--- src/rtl/assert_macros.svh ---
// Assertion helpers used by rtl/hash_map_linear_probe.sv.
// Every check samples on the block clock and is disabled while reset is asserted.
`ifndef ASSERT_MACROS_SVH
`define ASSERT_MACROS_SVH

// The consequent must hold in the same cycle as the antecedent.
`define ASSERT_IMP(lbl, ante, cons, msg) \
  lbl: assert property (@(posedge clk_i) disable iff (!rst_ni) (ante) |-> (cons)) \
    else $error(msg);

// The consequent must hold in the cycle after the antecedent.
`define ASSERT_NXT(lbl, ante, cons, msg) \
  lbl: assert property (@(posedge clk_i) disable iff (!rst_ni) (ante) |=> (cons)) \
    else $error(msg);

`endif

--- src/rtl/hmlp_pkg.sv ---
`default_nettype none

package hmlp_pkg;

  // Fixed field widths of the request and response words.
  localparam int unsigned BYTE_W   = 8;
  localparam int unsigned VALUE_W  = 32;
  localparam int unsigned LEN_W    = 5;
  localparam int unsigned KEY64_W  = 64;
  localparam int unsigned KEY32_W  = 32;
  localparam int unsigned KEY_IN_W = 2 * KEY64_W + KEY32_W;

  // Hash step h = h * 31 + c, with bytes taken as 0 to 255.
  localparam int unsigned HASH_MULT = 31;
  localparam int unsigned BYTE_MAX  = 255;

  // Value returned by a lookup that misses.
  localparam logic signed [VALUE_W-1:0] MISS_VALUE = -32'sd1;

  typedef enum logic {
    OP_INSERT = 1'b0,
    OP_LOOKUP = 1'b1
  } opcode_e;

  // Operation and value carried from the request to the probe sequencer.
  typedef struct packed {
    logic               lookup;
    logic [VALUE_W-1:0] value;
  } hmlp_req_t;

  // Result of one probe walk.
  typedef struct packed {
    logic signed [VALUE_W-1:0] found_value;
    logic                      found;
    logic                      status;
  } hmlp_result_t;

  typedef enum logic [1:0] {
    T_IDLE,
    T_HASH,
    T_PROBE,
    T_OUT
  } top_state_e;

  typedef enum logic [1:0] {
    H_IDLE,
    H_BYTE,
    H_RED,
    H_FIN
  } hash_state_e;

  typedef enum logic [2:0] {
    P_CLEAR,
    P_IDLE,
    P_READ,
    P_CHECK,
    P_DONE
  } probe_state_e;

endpackage

`default_nettype wire

--- src/rtl/hmlp_hash.sv ---
`default_nettype none

// Home slot of a key: h = (h * 31 + c) mod TABLE_DEPTH over the key bytes.
// Each byte forms 31h + c in H_BYTE and is then reduced in H_RED on the shared
// reduction unit, which takes the remainder by a reciprocal multiply and a
// single correcting subtract.
module hmlp_hash #(
  parameter int unsigned TABLE_DEPTH = 4096,
  parameter int unsigned KEY_BYTES   = 20
) (
  input  wire logic                                  clk_i,
  input  wire logic                                  rst_ni,
  input  wire logic                                  start_i,
  input  wire logic [hmlp_pkg::BYTE_W*KEY_BYTES-1:0] key_i,
  input  wire logic [hmlp_pkg::LEN_W-1:0]            key_len_i,
  output logic                                       done_o,
  output logic [$clog2(TABLE_DEPTH)-1:0]             home_o,
  output logic [hmlp_pkg::BYTE_W*KEY_BYTES-1:0]      key_o
);
  import hmlp_pkg::*;

  localparam int unsigned KEY_W   = BYTE_W * KEY_BYTES;
  localparam int unsigned SLOT_W  = $clog2(TABLE_DEPTH);
  localparam int unsigned IDX_W   = $clog2(KEY_BYTES + 1);
  localparam int unsigned V_MAX   = HASH_MULT * (TABLE_DEPTH - 1) + BYTE_MAX;
  localparam int unsigned V_W     = $clog2(V_MAX + 1);
  localparam int unsigned RECIP   = (32'd1 << V_W) / TABLE_DEPTH;
  localparam int unsigned RECIP_W = $clog2(RECIP + 1);
  localparam int unsigned PROD_W  = V_W + RECIP_W;

  hash_state_e        state_q, state_d;
  logic [KEY_W-1:0]   key_q;
  logic [IDX_W-1:0]   len_q;
  logic [IDX_W-1:0]   idx_q;
  logic [SLOT_W-1:0]  h_q;
  logic [V_W-1:0]     rem_q;

  logic [BYTE_W-1:0]  cur_byte;
  logic               key_end;
  logic [KEY_W-1:0]   key_masked;
  logic [V_W-1:0]     v_new;
  logic [PROD_W-1:0]  prod;
  logic [RECIP_W-1:0] q_est;
  logic [V_W-1:0]     r_est;
  logic [V_W-1:0]     rem_next;
  logic [IDX_W-1:0]   len_clip;

  // Current byte, and the key with every byte from the end point on cleared.
  always_comb begin
    cur_byte   = '0;
    key_masked = '0;
    for (int j = 0; j < KEY_BYTES; j++) begin
      if (idx_q == IDX_W'(j)) begin
        cur_byte = key_q[BYTE_W*j +: BYTE_W];
      end
      if (IDX_W'(j) < idx_q) begin
        key_masked[BYTE_W*j +: BYTE_W] = key_q[BYTE_W*j +: BYTE_W];
      end
    end
  end

  // The key ends at its length or at its first zero byte.
  assign key_end  = (idx_q >= len_q) || (cur_byte == '0);
  assign len_clip = (key_len_i > LEN_W'(KEY_BYTES)) ? IDX_W'(KEY_BYTES) : IDX_W'(key_len_i);

  // Multiply-accumulate of the next byte.
  assign v_new    = V_W'(h_q) * V_W'(HASH_MULT) + V_W'(cur_byte);

  // Shared reduction unit: the reciprocal estimate of the quotient is low by at
  // most one, so one compare-subtract finishes the remainder.
  assign prod     = PROD_W'(rem_q) * PROD_W'(RECIP);
  assign q_est    = prod[PROD_W-1:V_W];
  assign r_est    = rem_q - V_W'(q_est) * V_W'(TABLE_DEPTH);
  assign rem_next = (r_est >= V_W'(TABLE_DEPTH)) ? (r_est - V_W'(TABLE_DEPTH)) : r_est;

  // Next state.
  always_comb begin
    state_d = state_q;
    unique case (state_q)
      H_IDLE: begin
        if (start_i) state_d = H_BYTE;
      end
      H_BYTE: begin
        state_d = key_end ? H_FIN : H_RED;
      end
      H_RED: begin
        state_d = H_BYTE;
      end
      H_FIN: begin
        state_d = H_IDLE;
      end
      default: state_d = H_IDLE;
    endcase
  end

  // Outputs.
  always_comb begin
    done_o = (state_q == H_FIN);
    home_o = h_q;
    key_o  = key_q;
  end

  always_ff @(posedge clk_i or negedge rst_ni) begin
    if (!rst_ni) begin
      state_q <= H_IDLE;
    end else begin
      state_q <= state_d;
    end
  end

  // Datapath registers.
  always_ff @(posedge clk_i) begin
    case (state_q)
      H_IDLE: begin
        if (start_i) begin
          key_q <= key_i;
          len_q <= len_clip;
          idx_q <= '0;
          h_q   <= '0;
        end
      end
      H_BYTE: begin
        if (key_end) begin
          key_q <= key_masked;
        end else begin
          rem_q <= v_new;
        end
      end
      H_RED: begin
        h_q   <= rem_next[SLOT_W-1:0];
        idx_q <= idx_q + IDX_W'(1);
      end
      default: ;
    endcase
  end

endmodule

`default_nettype wire

--- config.mk ---
export PLATFORM = sky130hd
export DESIGN_NAME = hmlp_hash
export DESIGN_NICKNAME = d
export VERILOG_FILES = /design/src/rtl/assert_macros.svh /design/src/rtl/hmlp_pkg.sv /design/src/rtl/hmlp_hash.sv
export SDC_FILE = /design/constraint.sdc
export NUM_CORES = 1
export LEC_CHECK = 0
export ABC_AREA = 1
export BUFFER_PORTS_ARGS = -buffer_cell sky130_fd_sc_hd__buf_2
export CELL_PAD_IN_SITES_DETAIL_PLACEMENT = 1
export CELL_PAD_IN_SITES_GLOBAL_PLACEMENT = 1
export CORE_MARGIN = 3
export CORE_UTILIZATION = 40
export CTS_CLUSTER_DIAMETER = 30
export DETAILED_ROUTE_END_ITERATION = 7
export GPL_TIMING_DRIVEN = 0
export PLACE_DENSITY_LB_ADDON = 0.1
export SYNTH_ARGS = -nofsm -noshare
export SYNTH_HDL_FRONTEND = slang
export SYNTH_SLANG_ARGS = --single-unit
--- constraint.sdc ---
create_clock -name clk_i -period 12 [get_ports clk_i]
set_input_delay 0.6 -clock clk_i [delete_from_list [all_inputs] [get_ports clk_i]]
set_output_delay 0.6 -clock clk_i [all_outputs]
set_load 0.01 [all_outputs]
==> flow_summary.yaml, run 1 <==
run_status:
  status: "finished, final reports clean"
global_route:
  grt_usage: 0.238
  grt_max_degree: 20
  antenna_found_initial: 3
  grt_first_pass_wirelength_um: 56300
  grt_pass1_vias: 10401
  gr-total-overflow: 0
job:
  drv_cap: 0
clocking:
  cts_htree_levels: 4
  postCtsHoldBufs: 1
  insertion_delay_ps: 440
  cts_buffers: 17
  cts_sinks: 196
  cts_buffer_depth: 2
  cts_tree: "built"
  path_clk_slew_ps: 90
  cts_setup_buffers: 0
  root_buffer: "clkbuf_16"
  cts_resized: 0
floorplan:
  die_area_um2: 30400
  start_util: 0.414
  fp-row-count: 60
  core_um2: 27400
  die_width_um: 174
  ioPinCount: 341
  fp.dieH_um: 174
detailed_routing:
  via_per_inst: 4.70
  first_pass_iters: 5
  drtIter0Drc: 499
  antenna_left: 0
  drc: 0
  wl_per_cell_um: 17.8
  dr_total_vias: 9639
  wl_um: 36500
finish:
  nets: 1890
  drive_gt1_frac: 0.260
  areaGrowthSynthToFinish_pct: 24.4
  antenna_cells: 0
worst_setup_path:
  critPathMostFrequentCell: "nand2_1"
  crit_buf_inv: 4
  cp_slowest_stage_delay_ps: 550
  cp.arrival_ps: 7550
  critical-path-slowest-cell: "fa_1"
  critPathKind: "flip-flop to flip-flop"
  required_ps: 12170
  cp-end-kind: "flip-flop"
  crit_path_start_kind: "flip-flop"
  crit_family: "simple AND/OR/NAND/NOR gates"
  crit_fanout: 10
synth:
  synth.area.top_cells: "edfxtp_1 51%, inv_1 11%, nand2_1 8.1%"
  yosys.area.top_type: "edfxtp_1"
  synthDistinctLibCells: 44
  ys_warn_count: 0
  syn-cell-area_um2: 11300
  ys.flop_type: "edfxtp_1"
  synth-edff-count: 194
  yosys_register_bits: 196
  netlist_instances: 1305
  netlist.area_leader.share: 0.514
  postSynthNetCount: 1529
  avgSynthCellArea_um2: 8.69
  ys_async_sr_fraction: 0.0102
  ys_seq_area_frac: 0.518
timing:
  final.period_utilization: 0.614
  rsz0062_at_grt: "false"
  worst_pin_slew_ps: 950
  maxSlewHeadroom: 0.367
  finalCriticalPeriod_ps: 7370
  setup_violations: 0
  hold_viol_final: 0
  setup_tns_ps: 0
  maxSlewViolCount: 0
  fmax_mhz: 136
  fin_worst_skew_ps: 15.6
worst_hold_path:
  hold_path_class: "input pin to flip-flop"
place:
  hpwlAfterDp_um: 29600
  globalplace.congestion: 0.835
  io_buffers: 340
[per-layer routing]
| metal | global-route usage | share of wire | vias to the layer above | wire length (um) |
|---|---|---|---|---|
| li1 | - | - | 4690 | - |
| met1 | 0.296 | 0.42 | 4617 | 15200 |
| met2 | 0.420 | 0.50 | 278 | 18300 |
| met3 | 0.0540 | 0.060 | 48 | 2180 |
| met4 | 0.0600 | 0.018 | 6 | 668 |
| met5 | 0 | 0.0010 | - | 37 |
[through the flow]
step | hold slack (ps) | util | worst slack (ps) | instances | instance area [um2]
after CTS | 442 | 0.515 | 4630 | 2051 | 14100
after floorplan | 304 | - | 6180 | 1305 | 11300
after global routing | 450 | 0.515 | 4040 | 2051 | 14100
after global placement | 388 | 0.493 | 4930 | 2017 | 13500
final | 451 | 0.515 | 4630 | 2051 | 14100
after detailed placement | 394 | 0.493 | 4730 | 2018 | 13500
[final timing paths]
| check | depth (start not counted) | endpoint | slack, ps | start |
|---|---|---|---|---|
| max | 40 | rem_q[11] | 4630 | idx_q[0] |
| min | 3 | key_o[106] | 450 | key_i[106] |
| max reg2reg | 40 | rem_q[11] | 4630 | idx_q[0] |
| min reg2reg | 2 | home_o[8] | 550 | rem_q[8] |
| max in group asynchronous | 2 | state_q[1] | 11350 | rst_ni |
| min in group asynchronous | 2 | state_q[0] | 550 | rst_ni |
[synthesized netlist by cell type (6+ instances only)]
| library cell | n |
|---|---|
| a21oi_1 | 19 |
| clkbuf_1 | 30 |
| edfxtp_1 | 194 |
| fa_1 | 30 |
| ha_1 | 26 |
| inv_1 | 320 |
| nand2_1 | 244 |
| nand3_1 | 57 |
| nand3b_1 | 6 |
| nor2_1 | 217 |
| nor2_2 | 24 |
| o21ai_0 | 47 |
| or2_2 | 15 |
| xnor2_1 | 6 |
| xor2_1 | 8 |
[final cells by class]
type                    instances  area (um2)
fillers                      3416       13300
plain buffers                  41         200
clock inverters                13         138
repair buffers                342        1730
inverters                     326        1230
well taps                     372         465
clock buffers                  19         433
multi-input cells             742        4030
flip-flops and latches        196        5880
[logic make-up (layout without fill, tap and decap cells)]
kind of cell | count (synthesis) | in the layout | share of synthesized area
buf+inv | 367 | 741 | 0.126
simple gates | 588 | 588 | 0.222
xor+xnor | 14 | 14 | 0.0108
fa+ha+maj | 56 | 56 | 0.0817
compound gates | 84 | 84 | 0.0410
flops | 196 | 196 | 0.518
[flip-flops by register name, indices dropped and copies added (netlist names)]
signal and count:
key_o 160, home_o 12, rem_q 12, idx_q 5
len_q 5, state_q 2
[cells in the final DEF, fill, tap and decap left out, types with 2 or more instances in the layout]
master | netlist | routed
inv_4 | 2 | 2
nor2_1 | 217 | 217
o21ai_1 | 2 | 2
nand3b_1 | 6 | 6
clkinv_8 | 0 | 2
clkbuf_16 | 0 | 17
a21oi_1 | 19 | 18
buf_2 | 4 | 344
inv_1 | 320 | 320
ha_1 | 26 | 26
or2_0 | 5 | 5
inv_6 | 0 | 4
buf_6 | 5 | 5
fa_1 | 30 | 30
or2_2 | 15 | 15
nand2_1 | 244 | 244
xnor2_1 | 6 | 6
nor2_8 | 2 | 2
clkinv_4 | 0 | 2
o211ai_1 | 2 | 2
inv_8 | 0 | 4
o21a_1 | 2 | 2
o31ai_1 | 2 | 2
nor2_4 | 5 | 5
o21ai_0 | 47 | 47
o21bai_1 | 2 | 2
nand3_1 | 57 | 57
nor2_2 | 24 | 24
or2_1 | 3 | 3
xor2_1 | 8 | 8
nand4_1 | 3 | 3
a21boi_0 | 3 | 3
nand2_2 | 3 | 3
inv_2 | 3 | 3
edfxtp_1 | 194 | 194
clkbuf_1 | 30 | 32
dfrtp_1 | 2 | 2
[worst register-to-register path: cells and delay by family, from the launching register on]
family / cells / cell delay (ps)
flip-flops: 1 / 390
XOR/XNOR: 1 / 150
adder cells (fa/ha/maj): 5 / 2140
buffers and inverters: 4 / 750
AND/OR/NAND/NOR: 25 / 2500
AO/OA/AOI/OAI: 5 / 1200
Power of run 1 is not shown: default switching activity piles up to over one toggle a cycle in this logic, so the estimate is an artifact.
==> inputs of run 2 (changes only) <==
--- a/config.mk
+++ b/config.mk
@@ -5,7 +5,7 @@
 export SDC_FILE = /design/constraint.sdc
 export NUM_CORES = 1
 export LEC_CHECK = 0
-export ABC_AREA = 1
+export ABC_AREA = 0
 export BUFFER_PORTS_ARGS = -buffer_cell sky130_fd_sc_hd__buf_2
 export CELL_PAD_IN_SITES_DETAIL_PLACEMENT = 1
 export CELL_PAD_IN_SITES_GLOBAL_PLACEMENT = 1
==> constraint.sdc (replaced) <==
create_clock -name clk_i -period 7.35 [get_ports clk_i]
set_input_delay 0.3675 -clock clk_i [delete_from_list [all_inputs] [get_ports clk_i]]
set_output_delay 0.3675 -clock clk_i [all_outputs]
set_load 0.01 [all_outputs]
==> run 2 against run 1 <==
Compared with the run above: worst hold slack got worse by 260 ps; register-to-register slack worse by 4400 ps; area after synthesis fell by 1.1%; die area shrank 1.1%; sequential cell count unchanged; wire length grew 22%; clock skew down 0.64 ps; global-route usage up 5.2 points; design area shrank 0.28%; critical endpoint unchanged.
==> flow_summary.yaml, run 2 <==
timing:
  setup_violations: 0
  hold_viol_final: 0
  hold-worst-slack_ps: 187
  maxSlewViolCount: 0
  final.period_utilization: 0.967
  setup_tns_ps: 0
  rsz0062_at_grt: "false"
  finalCriticalPeriod_ps: 7110
  worst_pin_slew_ps: 1130
  fmax_mhz: 141
  maxSlewHeadroom: 0.247
  fin_worst_skew_ps: 14.9
floorplan:
  die_area_um2: 30100
  die_width_um: 173
  fp-row-count: 60
  fp.dieH_um: 173
  start_util: 0.411
  ioPinCount: 341
  core_um2: 27300
worst_hold_path:
  hold_path_class: "input pin to flip-flop"
  whs_path_depth: 2
  min_from: "key_i[130]"
clocking:
  cts_tree: "built"
  cts_htree_levels: 4
  cts_buffer_depth: 2
  path_clk_slew_ps: 80
  root_buffer: "clkbuf_16"
  cts_sinks: 196
  insertion_delay_ps: 450
  cts_buffers: 17
place:
  hpwlAfterDp_um: 35500
  dp_cells: 1686
  globalplace.congestion: 0.951
  io_buffers: 340
worst_setup_path:
  crit_buf_inv: 5
  cp_cell_sequence: "buf_2, clkinvlp_4, ha_1, clkbuf_2, buf_2, buf_2, nand2_1, nand2_1, nand2_1, a221oi_1, o21ai_0, a31oi_2, fa_1, ha_1, fa_1, ha_1, a21o_1, a21oi_1, o21bai_1, a21oi_1, o21ai_0, a21o_1, a21oi_1, xnor2_1"
  cp.arrival_ps: 7290
  cp_slowest_stage_delay_ps: 520
  r2r_cells: 24
  critPathKind: "flip-flop to flip-flop"
  rr_startpoint: "idx_q[0]"
  cp.depth: 24
  crit_family: "compound AO/OA/AOI/OAI gates"
  required_ps: 7530
  crit_start: "idx_q[0]"
  crit_path_start_kind: "flip-flop"
  crit_fanout: 10
  critical-path-slowest-cell: "a221oi_1"
  r2r_slack_ps: 240
  cp-end-kind: "flip-flop"
job:
  drv_cap: 0
synth:
  yosys_register_bits: 196
  synth_compound_area_frac: 0.119
  synth-xor-area-share: 0.0156
  synthDistinctLibCells: 79
  synth_top_family_by_area: "simple AND/OR/NAND/NOR gates"
  ys_warn_count: 0
  synth-edff-count: 194
  synthMuxAreaShare: 0.00268
  synth.area.top_cells: "edfxtp_1 52%, and2_1 9.9%, fa_1 5.4%"
  avgSynthCellArea_um2: 11.5
  ys.flop_type: "edfxtp_1"
  synth_most_common_cell: "edfxtp_1"
  synthAdderAreaFrac: 0.0826
  yosys.area_share.simple: 0.212
  syn-cell-area_um2: 11200
  ys_async_sr_fraction: 0.0102
  postSynthNetCount: 1197
  ys_seq_area_frac: 0.524
  synth_common_cells: "194 x edfxtp_1, 178 x and2_1, 47 x clkbuf_1, 46 x nand2_1, 45 x inv_1"
  yosys.area.top_type: "edfxtp_1"
  netlist_instances: 973
  netlist.area_leader.share: 0.520
detailed_routing:
  via_per_inst: 5.64
  drtIter0Drc: 881
  dr_total_vias: 9715
  wl_um: 44600
  antenna_left: 0
  drc: 0
  wl_per_cell_um: 25.9
  first_pass_iters: 8
global_route:
  grt_first_pass_wirelength_um: 65600
  grt_max_degree: 20
  gr-total-overflow: 0
  antenna_found_initial: 0
  grt_usage: 0.290
  grt_pass1_vias: 10073
finish:
  fin_util: 0.516
  drive_gt1_frac: 0.329
  mostFrequentLayoutCells: "357 x buf_2, 194 x edfxtp_1, 178 x and2_1, 46 x nand2_1, 44 x nor2_1"
  final_common_cell: "buf_2"
  nets: 1564
  largest_reg_flops: 160
  ff_latch_area_um2: 5880
  stdcell_count: 1724
  fillCellCount: 3073
  antenna_cells: 0
  multi_input_area_um2: 4890
  areaGrowthSynthToFinish_pct: 25.5
run_status:
  status: "finished, final reports clean"
run 2: final cells by class:
class	instances	share of cell area
Sequential cell	196	0.418
Multi-Input combinational cell	661	0.348
Timing Repair Buffer	348	0.125
Tap cell	372	0.0331
Clock buffer	18	0.0305
Buffer	71	0.0230
Inverter	45	0.0123
Clock inverter	13	0.0101
run 2: per-layer routing:
layer | GRT usage | up-vias | share of wire
met3 | 0.0602 | 58 | 0.077
li1 | - | 4275 | -
met1 | 0.388 | 4907 | 0.41
met5 | 0 | - | 0
met2 | 0.484 | 475 | 0.49
met4 | 0.0716 | 0 | 0.022
run 2: what timing repair did:
item | CTS | global route
endpoints found under the hold margin | 2 | 0
pin swaps | 0 | 0
setup endpoints to repair | 3 | 3
gates resized for setup | 8 | 8
setup buffers | 0 | 5
hold buffers | 1 | 0
run 2: worst paths after layout:
path / to
min in group asynchronous: state_q[1]
max reg2reg: rem_q[11]
min reg2reg: home_o[8]
max in group asynchronous: state_q[0]
max: rem_q[11]
min: key_o[130]
run 2: logic make-up after synthesis:
group                      Yosys count
AOI/OAI and AO/OA                  191
xor gates and xnor gates            20
adders and majority gates           56
buffers and inverters              116
DFF                                196
muxes                                3
and+or+nand+nor                    391
run 2: stage by stage:
step / area [um2] / setup WS, ps
3_5_place_dp: 13400 / -422
2_1_floorplan: 11200 / 1790
3_3_place_gp: 13400 / -342
5_1_grt: 14100 / 9.82
6_report: 14100 / 245
4_1_cts: 14000 / 58.0
run 2: worst register-to-register path, cell delays in order (launching register included):
cell	delay [ps]
edfxtp_1	490
buf_2	260
clkinvlp_4	180
ha_1	280
clkbuf_2	350
buf_2	350
buf_2	360
nand2_1	80
nand2_1	70
nand2_1	90
a221oi_1	520
o21ai_0	380
a31oi_2	380
fa_1	480
ha_1	210
fa_1	500
ha_1	310
a21o_1	160
a21oi_1	270
o21bai_1	130
a21oi_1	290
o21ai_0	210
a21o_1	220
a21oi_1	170
xnor2_1	100
Power of run 2 is left out for the same reason.
